**config.mk**
```make
export PLATFORM = sky130hd
export DESIGN_NAME = sicf_cordic_stage
export DESIGN_NICKNAME = d
export VERILOG_FILES = /design/src/hdl/assert_macros.svh /design/src/hdl/sicf_pkg.sv /design/src/hdl/sicf_cordic_stage.sv
export SDC_FILE = /design/constraint.sdc
export NUM_CORES = 1
export LEC_CHECK = 0
export BUFFER_PORTS_ARGS = -buffer_cell sky130_fd_sc_hd__buf_4
export CAP_MARGIN = 20
export CORE_ASPECT_RATIO = 0.75
export CORE_UTILIZATION = 45
export DETAILED_ROUTE_END_ITERATION = 6
export GPL_ROUTABILITY_DRIVEN = 0
export PLACE_DENSITY_LB_ADDON = 0.05
export SETUP_SLACK_MARGIN = 0.3
export SLEW_MARGIN = 30
export SYNTH_ARGS = -nofsm -noshare
export SYNTH_HDL_FRONTEND = slang
export SYNTH_SLANG_ARGS = --single-unit
```
**constraint.sdc**
```tcl
create_clock -name clock -period 2.7 [get_ports clock]
set_input_delay 0.27 -clock clock [delete_from_list [all_inputs] [get_ports clock]]
set_output_delay 0.27 -clock clock [all_outputs]
set_load 0.05 [all_outputs]
```
**src/hdl/assert_macros.svh**
```systemverilog
// Assertion macros used by the top level of this project.
`ifndef ASSERT_MACROS_SVH
`define ASSERT_MACROS_SVH

// The consequent must hold in the same cycle as the antecedent.
`define ASSERT_SAME_CYCLE(label, clk, rst, ante, cons) \
   label: assert property (@(posedge clk) disable iff (rst) (ante) |-> (cons)) \
      else $error("assertion failed");

// The consequent must hold in the cycle after the antecedent.
`define ASSERT_NEXT_CYCLE(label, clk, rst, ante, cons) \
   label: assert property (@(posedge clk) disable iff (rst) (ante) |=> (cons)) \
      else $error("assertion failed");

`endif

```
**src/hdl/sicf_pkg.sv**
```systemverilog
// Types, constants and the arctangent table of the shape index filter.
`default_nettype none

package sicf_pkg;

   localparam int K_WIDTH          = 32;
   localparam int CORDIC_WIDTH     = 36;
   localparam int ANGLE_WIDTH      = 27;
   localparam int SI_WIDTH         = 16;
   localparam int GC_WIDTH         = 64;
   localparam int INDEX_WIDTH      = 20;
   localparam int CSR_DATA_WIDTH   = 64;
   localparam int CSR_INDEX_WIDTH  = 2;
   localparam int ROUND_BIAS       = 256;
   localparam int ROUND_SHIFT      = 9;

   typedef enum logic [CSR_INDEX_WIDTH-1:0] {
      CSR_SI_MIN = 2'd0,
      CSR_SI_MAX = 2'd1,
      CSR_GC_MIN = 2'd2
   } csr_index_type;

   typedef struct packed {
      logic signed [K_WIDTH-1:0] max_curvature;
      logic signed [K_WIDTH-1:0] min_curvature;
      logic [INDEX_WIDTH-1:0]    point_index;
   } req_type;

   typedef struct packed {
      logic signed [SI_WIDTH-1:0] shape_index;
      logic signed [GC_WIDTH-1:0] gaussian_curvature;
      logic                       defined;
      logic                       keep;
      logic [INDEX_WIDTH-1:0]     echoed_index;
   } rsp_type;

   // Values that ride alongside the CORDIC vector through the pipeline.
   typedef struct packed {
      logic                       defined;
      logic                       x_zero;
      logic                       y_zero;
      logic                       y_positive;
      logic signed [GC_WIDTH-1:0] gc;
      logic [INDEX_WIDTH-1:0]     index;
   } side_type;

   // atan(2^-i) in quarter turns scaled by 2^24, rounded.
   function automatic logic signed [ANGLE_WIDTH-1:0] atan_step(input int step);
      logic signed [ANGLE_WIDTH-1:0] value;
      case (step)
         0:       value = ANGLE_WIDTH'(8388608);
         1:       value = ANGLE_WIDTH'(4952084);
         2:       value = ANGLE_WIDTH'(2616545);
         3:       value = ANGLE_WIDTH'(1328199);
         4:       value = ANGLE_WIDTH'(666677);
         5:       value = ANGLE_WIDTH'(333664);
         6:       value = ANGLE_WIDTH'(166872);
         7:       value = ANGLE_WIDTH'(83441);
         8:       value = ANGLE_WIDTH'(41721);
         9:       value = ANGLE_WIDTH'(20861);
         10:      value = ANGLE_WIDTH'(10430);
         11:      value = ANGLE_WIDTH'(5215);
         12:      value = ANGLE_WIDTH'(2608);
         13:      value = ANGLE_WIDTH'(1304);
         14:      value = ANGLE_WIDTH'(652);
         15:      value = ANGLE_WIDTH'(326);
         16:      value = ANGLE_WIDTH'(163);
         17:      value = ANGLE_WIDTH'(81);
         18:      value = ANGLE_WIDTH'(41);
         19:      value = ANGLE_WIDTH'(20);
         20:      value = ANGLE_WIDTH'(10);
         21:      value = ANGLE_WIDTH'(5);
         22:      value = ANGLE_WIDTH'(3);
         23:      value = ANGLE_WIDTH'(1);
         24:      value = ANGLE_WIDTH'(1);
         default: value = '0;
      endcase
      return value;
   endfunction

endpackage

`default_nettype wire

```
**src/hdl/sicf_cordic_stage.sv**
```systemverilog
// One registered vectoring step of the arctangent CORDIC.
`default_nettype none

module sicf_cordic_stage #(
   parameter int STEP = 0
) (
   input  wire logic                                       clock,
   input  wire logic                                       reset,
   input  wire logic                                       in_valid,
   input  wire logic signed [sicf_pkg::CORDIC_WIDTH-1:0]   in_x,
   input  wire logic signed [sicf_pkg::CORDIC_WIDTH-1:0]   in_y,
   input  wire logic signed [sicf_pkg::ANGLE_WIDTH-1:0]    in_z,
   input  wire sicf_pkg::side_type                         in_side,
   output logic                                            out_valid,
   output logic signed [sicf_pkg::CORDIC_WIDTH-1:0]        out_x,
   output logic signed [sicf_pkg::CORDIC_WIDTH-1:0]        out_y,
   output logic signed [sicf_pkg::ANGLE_WIDTH-1:0]         out_z,
   output sicf_pkg::side_type                              out_side
);

   localparam logic signed [sicf_pkg::ANGLE_WIDTH-1:0] ANGLE = sicf_pkg::atan_step(STEP);

   logic                                     valid_ff;
   logic signed [sicf_pkg::CORDIC_WIDTH-1:0] x_ff, x_in;
   logic signed [sicf_pkg::CORDIC_WIDTH-1:0] y_ff, y_in;
   logic signed [sicf_pkg::ANGLE_WIDTH-1:0]  z_ff, z_in;
   sicf_pkg::side_type                       side_ff;
   logic signed [sicf_pkg::CORDIC_WIDTH-1:0] dx, dy;

   always_comb begin
      // Arithmetic shifts round toward minus infinity.
      dx = in_y >>> STEP;
      dy = in_x >>> STEP;
      if (!in_y[sicf_pkg::CORDIC_WIDTH-1]) begin
         x_in = in_x + dx;
         y_in = in_y - dy;
         z_in = in_z + ANGLE;
      end else begin
         x_in = in_x - dx;
         y_in = in_y + dy;
         z_in = in_z - ANGLE;
      end
   end

   always_ff @(posedge clock) begin
      if (reset) begin
         valid_ff <= 1'b0;
      end else begin
         valid_ff <= in_valid;
      end
   end

   always_ff @(posedge clock) begin
      x_ff    <= x_in;
      y_ff    <= y_in;
      z_ff    <= z_in;
      side_ff <= in_side;
   end

   assign out_valid = valid_ff;
   assign out_x     = x_ff;
   assign out_y     = y_ff;
   assign out_z     = z_ff;
   assign out_side  = side_ff;

endmodule

`default_nettype wire

```
==> results.md <==
* First-pass GRT wire length at around 60 mm
* Top FF cell, synth: dfxtp_1
* CP Buf/Inv Count at 3
* RSZ-0062 raised after global routing: true
* Max Slew Vio Count at 0
* Post-synthesis mux area share at under 10%
* Synthesized area at ~0.01 mm²
* Synthesized flop and latch total at approximately 190
* DRC Markers at 0
* Largest net degree at the start of global routing at 53
* Final Critical Period at 2.544 ns
* Post-route antenna net violation count at 0
* XOR/XNOR Fraction of Synth Area at 5.883%
* Die ar. at around 0.023 mm²
* Max-Cap Viols at 0
* Post-synthesis simple-gate area fraction at between 10% and 20%
* Vias/cell at around 5.3
* CTS root buf: clkbuf_16
* Initial core utilization at a little under half
* Crit path kind: input port to register
* Crit path depth at 13
* Largest family of logic cells by synthesized area: compound AO/OA/AOI/OAI gates
* Die Y-Extent at 131.9 µm
* Fin. Hold Viols at 0
* Row count at 47
* Worst-path fanout max at 4
* Max VDD drop at 443.1 µV
* Post-synth EDFFs at 0
* Worst path top cell family by delay: compound AO/OA/AOI/OAI gates
* Clock-pin slew on the worst setup and hold paths at around 0.07 ns
* Synth Area per Inst at approximately 8.6 µm²
* Hold Crit Depth at 2
* Max Freq at a little under 400 MHz
* Detailed placer's ending HPWL at ~29 mm
* CP max stage delay at 0.42 ns
* Setup TNS at 0 ns
* Most common cell after layout, fill and taps aside: buf_4
* Commonest non-fill, non-tap cells in the layout: 573 x buf_4, 187 x dfxtp_1, 122 x a21oi_1, 112 x dlygate4sd3_1, 102 x inv_1
* Boundary Pins at about 380
* Fin crit share at between 90 and 100%
* Die W at ~180 µm
* Critical Path RT at 3.04 ns
* Startpoint type of the worst setup path: input port
* Leakage at 8.185 nW
* Placed cells at 1984
* Hold Path Class: input port to register
* H-tree depth at 4
* Area grow syn2layout at 67.16%
* Initial antenna violation count at 1
* Port-buffer cells at between 300 and 400
* Max clock buf depth at 2
* Post-synthesis adder-cell area fraction at 14.02%
* Wire per inst at ~18 µm
* Layout cells sized above 1 at 38.37%
* Worst-margin pin slew at roughly 0.70 ns
* Warnings from Yosys at 0
* CTS tree: done
* Global-route usage over all layers at about a third
* Post-Route WL at 39.25 mm
* Slowest CP cell: or4_4
* Crit path arrival time at between 2 and 3 ns
* Complex-gate fraction of the synthesized area at between 20% and 30%
* Clk sinks at ~190
* Syn_nets at approximately 1500
* Cell count after synthesis at around 1200
* Vias at ~11000
* Finish-stage setup viols at 0
* Cell Count, Final, Fillers Out at between 2000 and 2500
* Total gr overflow at 0
* Sequential share of the synthesized area at 36.98%
* Iteration-0 DRC Markers at 1011
* Pwr Density at 594.7 mW/mm²
* Crit end category: register
* CTS buffer count at 17
* Status: complete, no violations
* Async SR Flop Fraction at 0%
* Iteration count of the initial detailed-routing pass at 5
* Core ar. at ~0.022 mm²
* Critical Path, Cell by Cell: buf_12 > inv_12 > ha_4 > or3_4 > or4_4 > a21oi_2 > o2111a_1 > or2_4 > a2111oi_4 > buf_4 > o31ai_4 > a221oi_2 > a311o_1
* Final #Nets at ~2100
* Relative slew margins at a little over half
* Vias in the first global route at 10860
* Synth unique cells at slightly above 70
==> state kept, by name, indices dropped and copies added, names as in the netlist <==
| register | cells |
|---|---|
| out_valid | 1 |
| out_z | 27 |
| out_x | 35 |
| out_side | 88 |
| out_y | 36 |
==> per-stage QoR <==
| step | util, % | hold slack [ns] | setup slack (ns) | area (µm²) | total power [mW] |
|---|---|---|---|---|---|
| global route | 76.73 | 0.01098 | 0.1201 | 16920 | 10.43 |
| detailed placement | 66.94 | 0.3754 | -0.2688 | 14760 | 7.287 |
| floorplan | - | 0.2977 | 0.1032 | 10310 | 5.705 |
| CTS | 74.95 | 0.01008 | 0.2131 | 16530 | 9.896 |
| global placement | 66.94 | 0.3743 | -0.2525 | 14760 | 7.256 |
| finish | 76.74 | 0.01062 | 0.1564 | 16920 | 10.06 |
==> cells by family (layout without fill, tap and decap cells) <==
kind of cell | after synthesis | after routing
mux | 12 | 12
fa+ha+maj | 111 | 111
compound gates | 369 | 369
buf+inv | 169 | 843
flops | 187 | 187
simple gates | 255 | 255
xor+xnor | 68 | 68
other cells | 0 | 1
==> routing by layer <==
layer,wire (µm),GRT usage (%),vias to the layer above,part of all wire [%]
met5,0,0,-,0
met4,770,9.227,0,2.0
met3,3777,6.488,65,9.6
met2,18500,53.15,654,47
met1,16210,43.36,5313,41
li1,-,-,5369,-
==> worst paths after layout <==
kind / to / from
worst min-delay path: out_z[23] / in_z[23]
worst max-delay path: out_y[33] / in_x[10]
==> cell type report <==
| type | count | area [µm²] |
|---|---|---|
| Tap cell | 294 | 367.9 |
| Multi-Input combinational cell | 815 | 6200 |
| Fill cell | 1577 | 5130 |
| Inverter | 114 | 445.4 |
| Clock buffer | 18 | 439.2 |
| Timing Repair Buffer | 697 | 5597 |
| Sequential cell | 187 | 3744 |
| Antenna cell | 1 | 2.502 |
| Clock inverter | 14 | 127.6 |
==> report_power, final <==
| group | internal, mW | switching, mW | leakage (nW) |
|---|---|---|---|
| registers | 3.11 | 0.123 | 1.58 |
| logic | 1.66 | 2.68 | 6.33 |
| clock network | 1.24 | 1.25 | 0.276 |
==> cell usage after synthesis, types with 5 or more instances <==
library cell    n  area, µm²
mux2i_1        12      120.1
xnor2_1        55      481.7
nand2b_1        8      50.05
o211ai_1       14      105.1
nand4_1        17      106.4
o21a_1          5      37.54
a21oi_1       133      665.6
nand3_1        15      75.07
o31a_1          5      43.79
inv_1         112      420.4
a21boi_0        5      37.54
a31oi_1        18      112.6
clkbuf_1       34      127.6
a21o_1         31      232.7
and2_1          8      50.05
buf_1          14      52.55
and3_1          6      37.54
a211oi_1       12      90.09
or3_1           7      43.79
nor2_1         83      311.6
o31ai_1        10      75.07
o21bai_1       24      180.2
xor2_1         13      113.9
dfxtp_1       187       3744
ha_1          107       1339
nor2b_1        14      87.58
nor3_1         23      115.1
nand2_1        54      202.7
o21ai_0        65      325.3
==> repair_timing <==
| action | CTS | global route |
|---|---|---|
| hold buffers | 112 | 0 |
| cloned | 0 | 1 |
| endpoints found under the hold margin | 112 | 0 |
| pin swaps | 12 | 36 |
| setup endpoints to repair | 20 | 32 |
| setup buffers | 2 | 8 |
| gates resized for setup | 17 | 67 |
No activity file was read; power rests on OpenSTA's default activity.
