==> config.mk <==
export PLATFORM = sky130hd
export DESIGN_NAME = sicf_front
export DESIGN_NICKNAME = d
export VERILOG_FILES = /design/src/hdl/assert_macros.svh /design/src/hdl/sicf_pkg.sv /design/src/hdl/sicf_front.sv
export SDC_FILE = /design/constraint.sdc
export NUM_CORES = 2
export LEC_CHECK = 0
export BUFFER_PORTS_ARGS = -buffer_cell sky130_fd_sc_hd__buf_2
export CELL_PAD_IN_SITES_DETAIL_PLACEMENT = 1
export CELL_PAD_IN_SITES_GLOBAL_PLACEMENT = 2
export CORE_MARGIN = 4
export CORE_UTILIZATION = 37
export DETAILED_ROUTE_END_ITERATION = 8
export GPL_ROUTABILITY_DRIVEN = 0
export PLACE_DENSITY = 0.78
export SYNTH_ARGS = -nofsm -noshare
export SYNTH_HDL_FRONTEND = slang
export SYNTH_SLANG_ARGS = --single-unit
==> constraint.sdc <==
create_clock -name clock -period 8.4 [get_ports clock]
set_clock_uncertainty 0.15 [all_clocks]
set_input_delay 1.26 -clock clock [delete_from_list [all_inputs] [get_ports clock]]
set_output_delay 1.26 -clock clock [all_outputs]
set_load 0.03 [all_outputs]
==> src/hdl/assert_macros.svh <==
// Assertion macros used by the top level of this project.
`ifndef ASSERT_MACROS_SVH
`define ASSERT_MACROS_SVH

// The consequent must hold in the same cycle as the antecedent.
`define ASSERT_SAME_CYCLE(label, clk, rst, ante, cons) \
   label: assert property (@(posedge clk) disable iff (rst) (ante) |-> (cons)) \
      else $error("assertion failed");

// The consequent must hold in the cycle after the antecedent.
`define ASSERT_NEXT_CYCLE(label, clk, rst, ante, cons) \
   label: assert property (@(posedge clk) disable iff (rst) (ante) |=> (cons)) \
      else $error("assertion failed");

`endif

==> src/hdl/sicf_pkg.sv <==
// Types, constants and the arctangent table of the shape index filter.
`default_nettype none

package sicf_pkg;

   localparam int K_WIDTH          = 32;
   localparam int CORDIC_WIDTH     = 36;
   localparam int ANGLE_WIDTH      = 27;
   localparam int SI_WIDTH         = 16;
   localparam int GC_WIDTH         = 64;
   localparam int INDEX_WIDTH      = 20;
   localparam int CSR_DATA_WIDTH   = 64;
   localparam int CSR_INDEX_WIDTH  = 2;
   localparam int ROUND_BIAS       = 256;
   localparam int ROUND_SHIFT      = 9;

   typedef enum logic [CSR_INDEX_WIDTH-1:0] {
      CSR_SI_MIN = 2'd0,
      CSR_SI_MAX = 2'd1,
      CSR_GC_MIN = 2'd2
   } csr_index_type;

   typedef struct packed {
      logic signed [K_WIDTH-1:0] max_curvature;
      logic signed [K_WIDTH-1:0] min_curvature;
      logic [INDEX_WIDTH-1:0]    point_index;
   } req_type;

   typedef struct packed {
      logic signed [SI_WIDTH-1:0] shape_index;
      logic signed [GC_WIDTH-1:0] gaussian_curvature;
      logic                       defined;
      logic                       keep;
      logic [INDEX_WIDTH-1:0]     echoed_index;
   } rsp_type;

   // Values that ride alongside the CORDIC vector through the pipeline.
   typedef struct packed {
      logic                       defined;
      logic                       x_zero;
      logic                       y_zero;
      logic                       y_positive;
      logic signed [GC_WIDTH-1:0] gc;
      logic [INDEX_WIDTH-1:0]     index;
   } side_type;

   // atan(2^-i) in quarter turns scaled by 2^24, rounded.
   function automatic logic signed [ANGLE_WIDTH-1:0] atan_step(input int step);
      logic signed [ANGLE_WIDTH-1:0] value;
      case (step)
         0:       value = ANGLE_WIDTH'(8388608);
         1:       value = ANGLE_WIDTH'(4952084);
         2:       value = ANGLE_WIDTH'(2616545);
         3:       value = ANGLE_WIDTH'(1328199);
         4:       value = ANGLE_WIDTH'(666677);
         5:       value = ANGLE_WIDTH'(333664);
         6:       value = ANGLE_WIDTH'(166872);
         7:       value = ANGLE_WIDTH'(83441);
         8:       value = ANGLE_WIDTH'(41721);
         9:       value = ANGLE_WIDTH'(20861);
         10:      value = ANGLE_WIDTH'(10430);
         11:      value = ANGLE_WIDTH'(5215);
         12:      value = ANGLE_WIDTH'(2608);
         13:      value = ANGLE_WIDTH'(1304);
         14:      value = ANGLE_WIDTH'(652);
         15:      value = ANGLE_WIDTH'(326);
         16:      value = ANGLE_WIDTH'(163);
         17:      value = ANGLE_WIDTH'(81);
         18:      value = ANGLE_WIDTH'(41);
         19:      value = ANGLE_WIDTH'(20);
         20:      value = ANGLE_WIDTH'(10);
         21:      value = ANGLE_WIDTH'(5);
         22:      value = ANGLE_WIDTH'(3);
         23:      value = ANGLE_WIDTH'(1);
         24:      value = ANGLE_WIDTH'(1);
         default: value = '0;
      endcase
      return value;
   endfunction

endpackage

`default_nettype wire

==> src/hdl/sicf_front.sv <==
// Input register, vector setup and Gaussian curvature multiply.
`default_nettype none

module sicf_front #(
   parameter int INDEX_BITS = 20
) (
   input  wire logic                                        clock,
   input  wire logic                                        reset,
   input  wire logic                                        in_valid,
   input  wire sicf_pkg::req_type                           in_req,
   output logic                                             out_valid,
   output logic signed [sicf_pkg::CORDIC_WIDTH-1:0]         out_x,
   output logic signed [sicf_pkg::CORDIC_WIDTH-1:0]         out_y,
   output sicf_pkg::side_type                               out_side
);

   localparam int SUM_WIDTH = sicf_pkg::K_WIDTH + 1;

   logic              valid_ff;
   sicf_pkg::req_type req_ff;

   logic                                     valid2_ff;
   logic signed [sicf_pkg::CORDIC_WIDTH-1:0] x_ff, x_in;
   logic signed [sicf_pkg::CORDIC_WIDTH-1:0] y_ff, y_in;
   sicf_pkg::side_type                       side_ff, side_in;

   logic signed [SUM_WIDTH-1:0] diff;
   logic signed [SUM_WIDTH-1:0] sum;
   logic [SUM_WIDTH-1:0]        abs_diff;
   logic [sicf_pkg::INDEX_WIDTH-1:0] index_masked;

   always_ff @(posedge clock) begin
      if (reset) begin
         valid_ff  <= 1'b0;
         valid2_ff <= 1'b0;
      end else begin
         valid_ff  <= in_valid;
         valid2_ff <= valid_ff;
      end
   end

   always_ff @(posedge clock) begin
      req_ff  <= in_req;
      x_ff    <= x_in;
      y_ff    <= y_in;
      side_ff <= side_in;
   end

   always_comb begin
      diff = SUM_WIDTH'(req_ff.max_curvature) - SUM_WIDTH'(req_ff.min_curvature);
      sum  = SUM_WIDTH'(req_ff.max_curvature) + SUM_WIDTH'(req_ff.min_curvature);
      abs_diff = diff[SUM_WIDTH-1] ? SUM_WIDTH'(-diff) : SUM_WIDTH'(diff);
      for (int b = 0; b < sicf_pkg::INDEX_WIDTH; b++) begin
         index_masked[b] = req_ff.point_index[b] & (b < INDEX_BITS);
      end
      x_in = sicf_pkg::CORDIC_WIDTH'($signed({1'b0, abs_diff}));
      y_in = sicf_pkg::CORDIC_WIDTH'(sum);
      side_in.defined    = (|req_ff.max_curvature) | (|req_ff.min_curvature);
      side_in.x_zero     = (req_ff.max_curvature == req_ff.min_curvature);
      side_in.y_zero     = (sum == '0);
      side_in.y_positive = !sum[SUM_WIDTH-1] && (sum != '0);
      side_in.gc         = req_ff.max_curvature * req_ff.min_curvature;
      side_in.index      = index_masked;
   end

   assign out_valid = valid2_ff;
   assign out_x     = x_ff;
   assign out_y     = y_ff;
   assign out_side  = side_ff;

endmodule

`default_nettype wire

==> metrics <==
WP data arrival=8.51 ns; Tmin final=8.17 ns; Synth Area per Inst=9.37 µm²; die area=0.130 mm²; Netlist Area Pre-Place=0.0458 mm²; mux contribution to synthesized area=0.0682%; Post-route DRC=0; CP required=8.74 ns; Startpoint Class=flop; Starting Density=37.5%; flops & latches, synth=239; fin crit share=97.3%; GRT Residual Overflow=0; largest net degree at the start of global routing=34; worst reg2reg endpoint=out_side[80]; post-route design area=0.0538 mm²; xor/xnor share of the synthesized area=2.96%; Synth Area in Compound Gates=5.82%; Die H=360 µm; Starting DRT DRC Count=1,842; Worst Setup SP=req_ff[69]; TritonRoute pass-1 iters=5; Final setup violation count=0; Max Clock Freq=122 MHz; Adder-Cell Fraction of Synth Area=54.2%; hold_buf cts=0; Layout Nets=6,819; post-synthesis sequential area ratio=10.4%; CTS tree=built; worst r2r src=req_ff[69]; Crit Path Max Fanout=10; most used cell along the critical path=fa_1; Hold Vio Cnt, Final=0; setup ws final=0.230 ns; met3 usage=3.27%; Post-DP HPWL=133,000 µm; Critical Path End=out_side[80]; antenna violations before repair=13; EDFF count, synth=0; FF-to-FF path depth=30; Synth Instances=4,892; CTS Sinks=239; largest cells by area after synthesis=fa_1, dfxtp_1, inv_1; H-tree depth=2; average wire per standard cell=21.9 µm; area leader, netlist=fa_1; CTS root buf=clkbuf_16; slowest stage delay, CP=0.55 ns; slew at the pin with the worst max-slew slack=1.20 ns; clk slew on worst S/H paths=0.07 ns; first-pass GRT wire length=241,000 µm; Post-synth top flop=dfxtp_1; number of buffers created by CTS=34; Unique masters post-synth=91; DR vias=35,000; final core utilization=44.0%; Antenna Nets Post-Route=0; Hold WC Path Type=reg -> reg; M2 GR Usage=43.1%; Syn. warnings=0; Slew headroom=18.6%; Worst path slowest cell=fa_1; Cell Area, Placed=0.0523 mm²; IO Pins=248; RSZ-0062 raised after global routing=true; Post-synth ARST share=0%; reg2reg setup slack=0.23 ns; worst slack, placed=-0.320 ns; num rows=128; DR vias/cell=4.96; Post-Route WL=155,000 µm; Clock Path Buffers=3; ratio of cells with drive above 1 in the final layout=16.3%; max-cap check violation count=0; crit path kind=reg -> reg; top cell type's share of synthesized area=47.3%; number of global-route vias before repair=40,400; post-synthesis simple-gate area fraction=15.2%; met1 Use GR=29.6%; setup TNS=0 ns; DIE WIDTH=360 µm; max-slew violations=0; Port Buffers=244; outcome=completed; combinational family with the most area after synthesis=adder cells; Placeable Area=0.122 mm²; Worst setup EP type=flop; Tot GR Track Use=24.2%; Top Usage Layer GRT=met2; clk_lat worst skew=0.64 ns; Synth-to-Final Area Change=17.4%
Yosys cell counts (9+ instances only):
cell type  instances
a21o_1            45
and3_1            12
a211oi_1          13
xor2_1            41
o21a_1            21
nor4_1            30
inv_1           1120
nand2_1          541
o21ai_0           71
and2_1           450
nor3_1            37
or2_2             15
a21oi_1          115
o31ai_1           10
ha_1             250
nor2b_1           22
a31oi_1           16
xnor2_1          114
o211ai_1           9
clkbuf_1         232
o21bai_1          15
fa_1            1084
dfxtp_1          239
nor2_1           166
nand3_1           32
nand2b_1          20
nand4_1           22
placed cells by master, fill, tap and decap left out, types with 9 or more instances in the layout:
cell type	instances
o21bai_1	14
nand4_1	22
a211oi_1	12
and2_1	450
o21ai_0	65
dfxtp_1	214
buf_12	52
a21oi_1	113
o21a_1	20
buf_2	244
nand2_1	540
inv_1	1118
nor2b_1	22
and3_1	12
clkbuf_16	34
a21o_1	45
ha_1	248
xnor2_1	114
o31ai_1	10
or2_2	15
nand2b_1	20
nand3_1	32
fa_1	1078
xor2_1	41
a31oi_1	16
dfxtp_2	19
buf_6	12
buf_4	408
nor4_1	29
nor2_1	164
nor3_1	36
o211ai_1	9
metal layers:
| layer | part of all wire [%] | wire length, µm | vias to the layer above |
|---|---|---|---|
| met5 | 0 | 0 | - |
| met4 | 4.6 | 7060 | 0 |
| met3 | 4.4 | 6740 | 251 |
| met2 | 51 | 79500 | 785 |
| met1 | 40 | 61300 | 18500 |
| li1 | - | - | 15400 |
timing repair:
item | 4_1_cts | 5_1_grt
pin swaps | 0 | 15
resized for setup | 26 | 73
setup endpoints to repair | 8 | 11
setup buffers | 0 | 3
cell families (layout without fill, tap and decap cells):
kind of cell,count (synthesis),count (layout)
flops,239,239
mux,3,3
fa+ha+maj,1334,1334
compound gates,395,395
other cells,1,8
xor+xnor,155,155
simple gates,1390,1390
buf+inv,1375,1904
state kept, by name, summed over array words and instances (netlist names):
| signal | flops |
|---|---|
| out_y | 32 |
| out_side | 88 |
| out_valid | 1 |
| req_ff | 64 |
| index_masked | 20 |
| out_x | 33 |
| valid_ff | 1 |
final cells by class:
class | count | area (µm²)
clock buffer | 38 | 876
antenna | 5 | 12.5
inverter | 1124 | 4220
sequential | 239 | 4830
tap | 1625 | 2030
timing repair buffer | 719 | 5510
fill | 14100 | 68500
clock inverter | 23 | 323
multi-input combinational | 3280 | 36000
metrics by stage:
| stage | hold slack, ns | cells |
|---|---|---|
| after floorplan | 0.160 | 4894 |
| after global placement | 0.160 | 6984 |
| after detailed placement | 0.164 | 6984 |
| after CTS | 0.178 | 7045 |
| after global routing | 0.183 | 7051 |
| final | 0.172 | 7053 |
critical path, delay by kind of cell, from the launching register on:
kind                       cells  cell delay [ns]
AOI/OAI and AO/OA              9             1.47
adders and majority gates      9             4.22
buffers and inverters          9             0.97
DFF                            1             0.53
and+or+nand+nor                3             0.64
worst min path at each step:
| stage | slack [ns] | start | endpoint | cells after the start |
|---|---|---|---|---|
| 6_report | 0.17 | index_masked[15] | out_side[15] | 0 |
| 5_1_grt | 0.18 | index_masked[6] | out_side[6] | 0 |
| 4_1_cts | 0.18 | index_masked[9] | out_side[9] | 0 |
| 3_5_place_dp | 0.16 | index_masked[9] | out_side[9] | 0 |
| 3_3_place_gp | 0.16 | index_masked[18] | out_side[18] | 0 |
| 2_1_floorplan | 0.16 | index_masked[0] | out_side[0] | 0 |
Power is left out: the tool's default activity adds up to more than one toggle a clock period on the data nets, which glitch-free logic cannot reach.
