[config.mk]
export PLATFORM = sky130hd
export DESIGN_NAME = sicf_back
export DESIGN_NICKNAME = d
export VERILOG_FILES = /design/src/hdl/assert_macros.svh /design/src/hdl/sicf_pkg.sv /design/src/hdl/sicf_back.sv
export SDC_FILE = /design/constraint.sdc
export NUM_CORES = 1
export LEC_CHECK = 0
export BUFFER_PORTS_ARGS = -buffer_cell sky130_fd_sc_hd__buf_2
export CORE_UTILIZATION = 35
export DETAILED_ROUTE_END_ITERATION = 12
export SLEW_MARGIN = 20
export SYNTH_ARGS = -nofsm -noshare
export SYNTH_HDL_FRONTEND = slang
export SYNTH_SLANG_ARGS = --single-unit
[constraint.sdc]
create_clock -name clock -period 3.5 [get_ports clock]
set_clock_uncertainty 0.1 [all_clocks]
set_input_delay 0.525 -clock clock [delete_from_list [all_inputs] [get_ports clock]]
set_output_delay 0.525 -clock clock [all_outputs]
set_load 0.02 [all_outputs]
[src/hdl/assert_macros.svh]
// Assertion macros used by the top level of this project.
`ifndef ASSERT_MACROS_SVH
`define ASSERT_MACROS_SVH

// The consequent must hold in the same cycle as the antecedent.
`define ASSERT_SAME_CYCLE(label, clk, rst, ante, cons) \
   label: assert property (@(posedge clk) disable iff (rst) (ante) |-> (cons)) \
      else $error("assertion failed");

// The consequent must hold in the cycle after the antecedent.
`define ASSERT_NEXT_CYCLE(label, clk, rst, ante, cons) \
   label: assert property (@(posedge clk) disable iff (rst) (ante) |=> (cons)) \
      else $error("assertion failed");

`endif

[src/hdl/sicf_pkg.sv]
// Types, constants and the arctangent table of the shape index filter.
`default_nettype none

package sicf_pkg;

   localparam int K_WIDTH          = 32;
   localparam int CORDIC_WIDTH     = 36;
   localparam int ANGLE_WIDTH      = 27;
   localparam int SI_WIDTH         = 16;
   localparam int GC_WIDTH         = 64;
   localparam int INDEX_WIDTH      = 20;
   localparam int CSR_DATA_WIDTH   = 64;
   localparam int CSR_INDEX_WIDTH  = 2;
   localparam int ROUND_BIAS       = 256;
   localparam int ROUND_SHIFT      = 9;

   typedef enum logic [CSR_INDEX_WIDTH-1:0] {
      CSR_SI_MIN = 2'd0,
      CSR_SI_MAX = 2'd1,
      CSR_GC_MIN = 2'd2
   } csr_index_type;

   typedef struct packed {
      logic signed [K_WIDTH-1:0] max_curvature;
      logic signed [K_WIDTH-1:0] min_curvature;
      logic [INDEX_WIDTH-1:0]    point_index;
   } req_type;

   typedef struct packed {
      logic signed [SI_WIDTH-1:0] shape_index;
      logic signed [GC_WIDTH-1:0] gaussian_curvature;
      logic                       defined;
      logic                       keep;
      logic [INDEX_WIDTH-1:0]     echoed_index;
   } rsp_type;

   // Values that ride alongside the CORDIC vector through the pipeline.
   typedef struct packed {
      logic                       defined;
      logic                       x_zero;
      logic                       y_zero;
      logic                       y_positive;
      logic signed [GC_WIDTH-1:0] gc;
      logic [INDEX_WIDTH-1:0]     index;
   } side_type;

   // atan(2^-i) in quarter turns scaled by 2^24, rounded.
   function automatic logic signed [ANGLE_WIDTH-1:0] atan_step(input int step);
      logic signed [ANGLE_WIDTH-1:0] value;
      case (step)
         0:       value = ANGLE_WIDTH'(8388608);
         1:       value = ANGLE_WIDTH'(4952084);
         2:       value = ANGLE_WIDTH'(2616545);
         3:       value = ANGLE_WIDTH'(1328199);
         4:       value = ANGLE_WIDTH'(666677);
         5:       value = ANGLE_WIDTH'(333664);
         6:       value = ANGLE_WIDTH'(166872);
         7:       value = ANGLE_WIDTH'(83441);
         8:       value = ANGLE_WIDTH'(41721);
         9:       value = ANGLE_WIDTH'(20861);
         10:      value = ANGLE_WIDTH'(10430);
         11:      value = ANGLE_WIDTH'(5215);
         12:      value = ANGLE_WIDTH'(2608);
         13:      value = ANGLE_WIDTH'(1304);
         14:      value = ANGLE_WIDTH'(652);
         15:      value = ANGLE_WIDTH'(326);
         16:      value = ANGLE_WIDTH'(163);
         17:      value = ANGLE_WIDTH'(81);
         18:      value = ANGLE_WIDTH'(41);
         19:      value = ANGLE_WIDTH'(20);
         20:      value = ANGLE_WIDTH'(10);
         21:      value = ANGLE_WIDTH'(5);
         22:      value = ANGLE_WIDTH'(3);
         23:      value = ANGLE_WIDTH'(1);
         24:      value = ANGLE_WIDTH'(1);
         default: value = '0;
      endcase
      return value;
   endfunction

endpackage

`default_nettype wire

[src/hdl/sicf_back.sv]
// Rounding, saturation, special cases and threshold tests.
`default_nettype none

module sicf_back (
   input  wire logic                                     clock,
   input  wire logic                                     reset,
   input  wire logic                                     in_valid,
   input  wire logic signed [sicf_pkg::ANGLE_WIDTH-1:0]  in_z,
   input  wire sicf_pkg::side_type                       in_side,
   input  wire logic signed [sicf_pkg::SI_WIDTH-1:0]     si_min,
   input  wire logic signed [sicf_pkg::SI_WIDTH-1:0]     si_max,
   input  wire logic signed [sicf_pkg::GC_WIDTH-1:0]     gc_min,
   output logic                                          out_valid,
   output sicf_pkg::rsp_type                             out_rsp
);

   localparam int RW = sicf_pkg::ANGLE_WIDTH + 1;
   localparam logic signed [RW-1:0] SAT_HI = RW'(32767);
   localparam logic signed [RW-1:0] SAT_LO = RW'(-32768);
   localparam logic signed [sicf_pkg::SI_WIDTH-1:0] SI_PLUS_ONE  = 16'sh7FFF;
   localparam logic signed [sicf_pkg::SI_WIDTH-1:0] SI_MINUS_ONE = 16'sh8000;

   logic signed [RW-1:0] biased;
   logic signed [RW-1:0] rounded;
   logic signed [sicf_pkg::SI_WIDTH-1:0] si_in;
   logic signed [sicf_pkg::SI_WIDTH-1:0] si_ff;
   logic                                 gc_above_in, gc_above_ff;
   logic                                 valid1_ff;
   sicf_pkg::side_type                   side_ff;

   logic              valid2_ff;
   sicf_pkg::rsp_type rsp_ff, rsp_in;

   always_comb begin
      biased  = RW'(sicf_pkg::ROUND_BIAS) - RW'(in_z);
      rounded = biased >>> sicf_pkg::ROUND_SHIFT;
      if (!in_side.defined) begin
         si_in = '0;
      end else if (in_side.x_zero) begin
         si_in = in_side.y_positive ? SI_MINUS_ONE : SI_PLUS_ONE;
      end else if (in_side.y_zero) begin
         si_in = '0;
      end else if (rounded > SAT_HI) begin
         si_in = SI_PLUS_ONE;
      end else if (rounded < SAT_LO) begin
         si_in = SI_MINUS_ONE;
      end else begin
         si_in = rounded[sicf_pkg::SI_WIDTH-1:0];
      end
      gc_above_in = (in_side.gc > gc_min);
   end

   always_comb begin
      rsp_in.shape_index        = si_ff;
      rsp_in.gaussian_curvature = side_ff.gc;
      rsp_in.defined            = side_ff.defined;
      rsp_in.keep               = side_ff.defined && gc_above_ff
                                  && (si_ff > si_min) && (si_ff < si_max);
      rsp_in.echoed_index       = side_ff.index;
   end

   always_ff @(posedge clock) begin
      if (reset) begin
         valid1_ff <= 1'b0;
         valid2_ff <= 1'b0;
      end else begin
         valid1_ff <= in_valid;
         valid2_ff <= valid1_ff;
      end
   end

   always_ff @(posedge clock) begin
      si_ff       <= si_in;
      gc_above_ff <= gc_above_in;
      side_ff     <= in_side;
      rsp_ff      <= rsp_in;
   end

   assign out_valid = valid2_ff;
   assign out_rsp   = rsp_ff;

endmodule

`default_nettype wire
==> impl_metrics.csv, run 1 <==
group,metric,value,unit
placement,dpl.cell_count,1201,
worst_setup_path,crit_family,"simple AND/OR/NAND/NOR gates",
logic_synthesis,yosys.area_share.simple,8.01,%
timing,min_period_over_period,63.2,%
routing,via_per_inst,4.39,
global_route,antenna_found_initial,5,
min_path,hp-class,"in2reg",
worst_setup_path,slowest_delay,0.46,ns
timing,slew_viol_final,0,
logic_synthesis,synth_ff_type,"dfxtp_1",
logic_synthesis,synth_xor_area_share,1.12,%
pwr,pwr-share-clk,44.3,%
worst_setup_path,end_kind,"register",
logic_synthesis,syn_avg_cell_area,11.4,um2
routing,drt_iter0_drc,125,
routing,antenna_left,0,
logic_synthesis,mappedNetlistNets,929,
pwr,powerDensity,573,nW/um2
pwr,p_comb_share,10.6,%
floorplanning,num_rows,51,
routing,vias,5470,
logic_synthesis,synth_compound_area_share,9.80,%
timing,fmax,452,MHz
floorplanning,die_w,144,um
floorplanning,die_area,20700,um2
final_layout,layout.nets,1271,
cts,numCtsBuffers,22,
pwr,power,5.61,mW
logic_synthesis,synth_top_cell_area_share,58.5,%
placement,placed_area,8960,um2
worst_setup_path,r2r_setup_slack,1.33,ns
timing,post-route-min-period,2.21,ns
logic_synthesis,synth_edf_count,0,
logic_synthesis,synth_area_leaders,"dfxtp_1 59%, ha_1 17%, inv_1 5.5%",
logic_synthesis,synth_top_area_cell,"dfxtp_1",
logic_synthesis,syn_inst,620,
final_layout,syn_to_final_growth,38.9,%
final_layout,final_cell_area,9790,um2
floorplanning,core_area,19600,um2
floorplanning,io_pins,317,
cts,root_buffer,"clkbuf_16",
worst_setup_path,slowest_stage,"nor4_2",
timing,hold_viol_final,0,
job,drv_cap,0,
pwr,netSwitchingFraction,23.2,%
placement,io_buffers,316,
logic_synthesis,synth_seq_cells,206,
worst_setup_path,crit_chain,"buf_2 > ha_1 > nand4_1 > nor2_1 > nand2_1 > nor4_2 > nand4_1 > o31ai_1 > mux2i_1",
cts,insertion_delay,0.50,ns
logic_synthesis,async_flop_share,0,%
logic_synthesis,synth_most_common_cell,"dfxtp_1",
cts,postCtsSetupRepairBufs,0,
pwr,vdd_drop_max,0.240,mV
worst_setup_path,cp_data_required_time,3.78,ns
final_layout,drive_gt1_share,37.8,%
cts,htreeDepth,1,
cts,cts.clk_slew.worst_paths,0.07,ns
logic_synthesis,syn_area,7050,um2
worst_setup_path,critPathKind,"in2reg",
pwr,p_sw,1.30,mW
worst_setup_path,crit_path_max_fanout,5,
timing,finalHoldWorstSlack,0.0231,ns
timing,setup_viol,0,
global_route,grt.total_usage,16.4,%
routing,drc,0,
global_route,grt_pass1_wl,26.0,mm
routing,firstDrtPassIters,6,
routing,avgRoutedWirePerCell,13.9,um
cts,clock_sinks,206,
logic_synthesis,ys_warn_count,0,
floorplanning,initial_core_util,36.0,%
worst_setup_path,critPathArrivalTime,2.49,ns
logic_synthesis,ys_types,50,
logic_synthesis,synth_top_family_by_area,"adder cells",
global_route,grt-ovfl-total,0,
placement,dp_hpwl,14.3,mm
timing,grt_setup_unrepaired,"false",
worst_setup_path,crit_top_cell,"nand4_1",
final_layout,fillers,1853,
final_layout,fin_cells,1247,
routing,totalWireLength,17.3,mm
timing,setup_tns,0,ns
global_route,first_global_vias,5240,
logic_synthesis,ys_top_cells_by_count,"206 x dfxtp_1, 103 x inv_1, 95 x ha_1",
pwr,p_int,4.30,mW
timing,worst_pin_slew,0.515,ns
logic_synthesis,ys_seq_area_share,58.5,%
pwr,power.leakage,5.13,nW
timing,relSlewSlack,65.4,%
placement,place_congestion,0.856,
floorplanning,die-height,144,um
logic_synthesis,synth_adder_area_share,16.9,%
logic_synthesis,synth.area.mux_share,0.142,%
pwr,share_seq_of_total_power,45.1,%
worst_setup_path,start_kind,"input port",
worst_setup_path,path_buf_inv,1,
status,status,"finished clean",
cts,cts_buffer_depth,3,
cts,cts_tree,"built",
global_route,grt_max_degree,16,
[cell usage in the layout, fill, tap and decap left out, types with 2 or more instances in the layout]
cell       synthesis  routed
nor3_1             8       8
a31oi_1            3       3
o31ai_2            3       3
a211oi_1           6       6
o21ai_0           28      28
xor2_1             2       2
diode_2            0       4
clkbuf_16          0      22
a211o_1            2       2
clkinv_2           0       7
inv_1            103     103
nand2_1           25      25
nand2b_1           4       4
nor2_1             8       8
ha_1              95      95
nor4_1             9       9
dfxtp_1          206     206
nor4b_1            2       2
bufinv_16          0       4
clkbuf_8           0       5
xnor2_1            7       7
nand4_1           17      17
buf_2              1     317
o2111ai_1          2       2
a21boi_0           2       2
nand3_1           10      10
o21a_1             5       5
nor2b_1            7       7
a21o_1            10      10
a221oi_1           2       2
a21oi_1           29      29
[kinds of logic (layout without fill, tap and decap cells)]
kind of cell / after synthesis / in the layout
compound gates: 103 / 103
xor+xnor: 9 / 9
fa+ha+maj: 95 / 95
buf+inv: 104 / 462
flops: 206 / 206
mux: 1 / 1
other cells: 0 / 4
simple gates: 102 / 102
[metrics by stage]
step                setup slack (ns)  utilization, %
floorplan                       1.22               -
global placement               0.825            45.8
detailed placement             0.763            45.8
CTS                             1.28            49.9
global route                    1.07            49.9
finish                          1.29            50.0
[layer usage]
metal  GRT usage, %  wire length, um  share of wire, %
met5              0               13             0.075
met4           6.33              620               3.6
met3           4.07             1350               7.8
met2           29.0             8330                48
met1           18.9             7020                41
[power groups by stage]
stage,Sequential (mW),Clock (mW),Combinational [mW]
after floorplan,2.65,0,0.236
after global placement,2.58,0,0.593
after detailed placement,2.58,0,0.599
after CTS,2.53,2.55,0.605
after global routing,2.54,2.65,0.673
final,2.53,2.48,0.594
[registers in the layout (all words and copies together), names as in the netlist]
| name | count |
|---|---|
| out_rsp | 102 |
| rsp_in | 85 |
| si_ff | 16 |
| gc_above_ff | 1 |
| out_valid | 1 |
| valid1_ff | 1 |
[layout make-up]
class / instances / area, um2 / share of cell area (%)
Sequential cell: 206 / 4120 / 42.1
Multi-Input combinational cell: 310 / 2530 / 25.9
Timing Repair Buffer: 319 / 1600 / 16.4
Clock buffer: 27 / 619 / 6.33
Inverter: 103 / 387 / 3.95
Tap cell: 265 / 332 / 3.39
Clock inverter: 13 / 179 / 1.83
Antenna cell: 4 / 10.0 / 0.102
[path summary, 6_finish.rpt]
check,startpoint,endpoint,cells after the start
setup reg to reg,si_ff[1],out_rsp[20],7
hold reg to reg,rsp_in[64],out_rsp[64],0
setup / recovery,in_side[83],gc_above_ff,9
hold / removal,in_side[12],rsp_in[12],1
[timing repair]
action | in CTS | in global routing
gates resized for setup | 0 | 0
hold buffers | 1 | 0
endpoints found under the hold margin | 1 | 0
Power figures use the tool's default switching activity.
==> run 2: changes to the inputs <==
ABC_AREA = 1   (was default)
clock period = 2.16 ns   (was 3.5 ns; I/O delays follow)
==> run 2 against run 1 <==
Compared with the run above:
- first-iteration DRC count grew 24%
- critical path depth grew 5
- clock power increased by 56%
- sequential power rose by 61%
- largest power group unchanged
- core utilization grew 3.3 points
- combinational power increased by 100%
- critical endpoint unchanged
- register-to-register slack worse by 0.99 ns
- synthesized cell count grew 35%
- cell count increased by 25%
- via count is 21% higher
==> impl_metrics.csv, run 2 <==
group,metric,value,unit
floorplanning,num_rows,53,
pwr,netSwitchingFraction,24.5,%
floorplanning,die-height,150,um
worst_setup_path,r2r-end,"out_rsp[20]",
global_route,first_global_vias,6483,
floorplanning,io_pins,317,
routing,totalWireLength,21.0,mm
global_route,grt_pass1_wl,31.1,mm
worst_setup_path,crit_path_max_fanout,3,
worst_setup_path,end_kind,"register",
final_layout,syn_to_final_growth,47.0,%
routing,firstDrtPassIters,4,
timing,setup_tns,0,ns
pwr,powerDensity,807,nW/um2
placement,dp_hpwl,16.6,mm
timing,hold_viol_final,0,
logic_synthesis,synth_area_leaders,"dfxtp_1 53%, ha_1 15%, nand2_1 7.8%",
min_path,whs_endpoint,"si_ff[15]",
pwr,power,9.15,mW
pwr,p_int,6.91,mW
timing,post-route-min-period,2.04,ns
worst_setup_path,r2r_start,"si_ff[3]",
min_path,min_from,"in_side[85]",
final_layout,final_cell_area,11300,um2
logic_synthesis,ys_types,29,
routing,drc,0,
worst_setup_path,critPathKind,"in2reg",
floorplanning,die_area,22600,um2
pwr,pwr-share-clk,42.4,%
logic_synthesis,ys_top_cells_by_count,"206 x dfxtp_1, 160 x nand2_1, 137 x inv_1",
logic_synthesis,synth_most_common_cell,"dfxtp_1",
logic_synthesis,syn_avg_cell_area,9.23,um2
final_layout,fin_cells,1555,
logic_synthesis,synth_edf_count,0,
pwr,p_comb_share,13.1,%
cts,root_buffer,"clkbuf_16",
pwr,p_sw,2.25,mW
final_layout,final_common_cell,"buf_2",
global_route,grt.total_usage,17.7,%
logic_synthesis,ys_seq_area_share,53.5,%
cts,insertion_delay,0.50,ns
cts,htreeDepth,1,
placement,io_buffers,316,
floorplanning,core_area,21300,um2
logic_synthesis,ys_warn_count,0,
worst_setup_path,r2r_setup_slack,0.34,ns
routing,antenna_left,0,
final_layout,drive_gt1_share,31.3,%
routing,avgRoutedWirePerCell,13.5,um
placement,placed_area,9630,um2
timing,min_period_over_period,94.4,%
global_route,grt_max_degree,17,
logic_synthesis,syn_inst,835,
logic_synthesis,synth_top_area_cell,"dfxtp_1",
global_route,grt-ovfl-total,0,
timing,fmax,490,MHz
cts,clock_sinks,206,
routing,vias,6614,
floorplanning,initial_core_util,36.2,%
final_layout,final_cell_mix,"315 x buf_2, 206 x dfxtp_1, 158 x nand2_1",
logic_synthesis,syn_area,7710,um2
floorplanning,die_w,150,um
worst_setup_path,worst_r2r_path_depth,11,
logic_synthesis,synth_seq_cells,206,
cts,numCtsBuffers,22,
pwr,power.leakage,6.00,nW
placement,place_congestion,0.837,
worst_setup_path,start_kind,"input port",
final_layout,layout.nets,1572,
placement,dpl.cell_count,1427,
final_layout,largest_reg_flops,102,
worst_setup_path,critPathArrivalTime,2.33,ns
logic_synthesis,synth_ff_type,"dfxtp_1",
pwr,share_seq_of_total_power,44.6,%
status,status,"finished clean",
worst_setup_path,cp_data_required_time,2.45,ns
pwr,vdd_drop_max,0.599,mV
routing,drt_iter0_drc,155,
logic_synthesis,synth_top_cell_area_share,53.5,%
routing,via_per_inst,4.25,
timing,slew_viol_final,0,
cts,cts_tree,"built",
min_path,hp-class,"in2reg",
logic_synthesis,async_flop_share,0,%
timing,worst_pin_slew,0.452,ns
final_layout,fillers,1953,
logic_synthesis,mappedNetlistNets,1144,
cts,cts.clk_slew.worst_paths,0.06,ns
cts,cts_buffer_depth,3,
global_route,antenna_found_initial,0,
job,drv_cap,0,
timing,relSlewSlack,69.6,%
timing,setup_viol,0,
min_path,hold_depth,4,
[run 2: changes by cell type after synthesis, moves of 10 or more]
cell | before | now
inv_1 | 103 | 137
nor2_1 | 8 | 67
a21o_1 | 10 | 0
o21ai_0 | 28 | 17
nand2_1 | 25 | 160
nand4_1 | 17 | 7
a21oi_1 | 29 | 68
[run 2: how the worst max path moves through the flow]
stage | startpoint | end | slack [ns] | depth (start not counted)
after floorplan | gc_min[47] | gc_above_ff | 0.44 | 12
after global placement | in_side[21] | gc_above_ff | 0.09 | 12
after detailed placement | in_side[21] | gc_above_ff | 0.07 | 12
after CTS | in_side[21] | gc_above_ff | 0.03 | 13
after global routing | in_side[62] | gc_above_ff | -0.01 | 14
final | in_side[62] | gc_above_ff | 0.12 | 14
[run 2: layout make-up]
cell class	instances	area [um2]	share of cell area, %
flip-flops and latches	206	4120	36.4
multi-input cells	482	3070	27.1
repair buffers	409	2500	22.1
clock buffers	28	603	5.32
inverters	142	533	4.70
well taps	275	344	3.04
clock inverters	12	155	1.37
diodes	1	2.50	0.0221
[run 2: power by group through the flow]
stage / registers [mW] / logic (mW) / clock network [mW]
after floorplan: 4.28 / 0.447 / 0
after global placement: 4.16 / 1.04 / 0
after detailed placement: 4.16 / 1.05 / 0
after CTS: 4.08 / 1.19 / 3.96
after global routing: 4.10 / 1.35 / 4.14
final: 4.08 / 1.20 / 3.88
[run 2: through the flow]
stage	hold WS [ns]	utilization, %	setup slack, ns
2_1_floorplan	0.210	-	0.435
3_3_place_gp	0.210	45.2	0.0925
3_5_place_dp	0.212	45.2	0.0723
4_1_cts	0.0336	52.9	0.0340
5_1_grt	0.0646	53.2	-0.0101
6_report	0.0391	53.2	0.121
[run 2: critical path: stages]
cell	delay, ns
dlygate4sd3_1	0.55
buf_2	0.15
ha_4	0.26
nand2_2	0.05
inv_2	0.06
nand2_2	0.05
nor3_2	0.16
buf_4	0.14
inv_1	0.04
nor2_1	0.08
nand2_1	0.07
o21bai_2	0.19
a21oi_1	0.14
nor2_1	0.06
[run 2: kinds of logic after synthesis]
family / synth area share (%)
fa+ha+maj: 15.4
xor+xnor: 0.568
compound gates: 6.85
simple gates: 16.1
flops: 53.5
buf+inv: 7.59
[run 2: routing by layer]
layer / global-route usage [%] / share of wire, % / up-vias
li1: - / - / 3498
met4: 6.62 / 2.9 / 0
met1: 19.7 / 40 / 2855
met3: 4.12 / 7.9 / 37
met2: 32.4 / 49 / 224
met5: 0 / 0 / -
[run 2: what timing repair did]
action,4_1_cts,5_1_grt
hold endpoints to repair,87,0
gates resized for setup,0,13
hold buffers,87,0
setup buffers,0,1
endpoints found under the setup margin,0,1
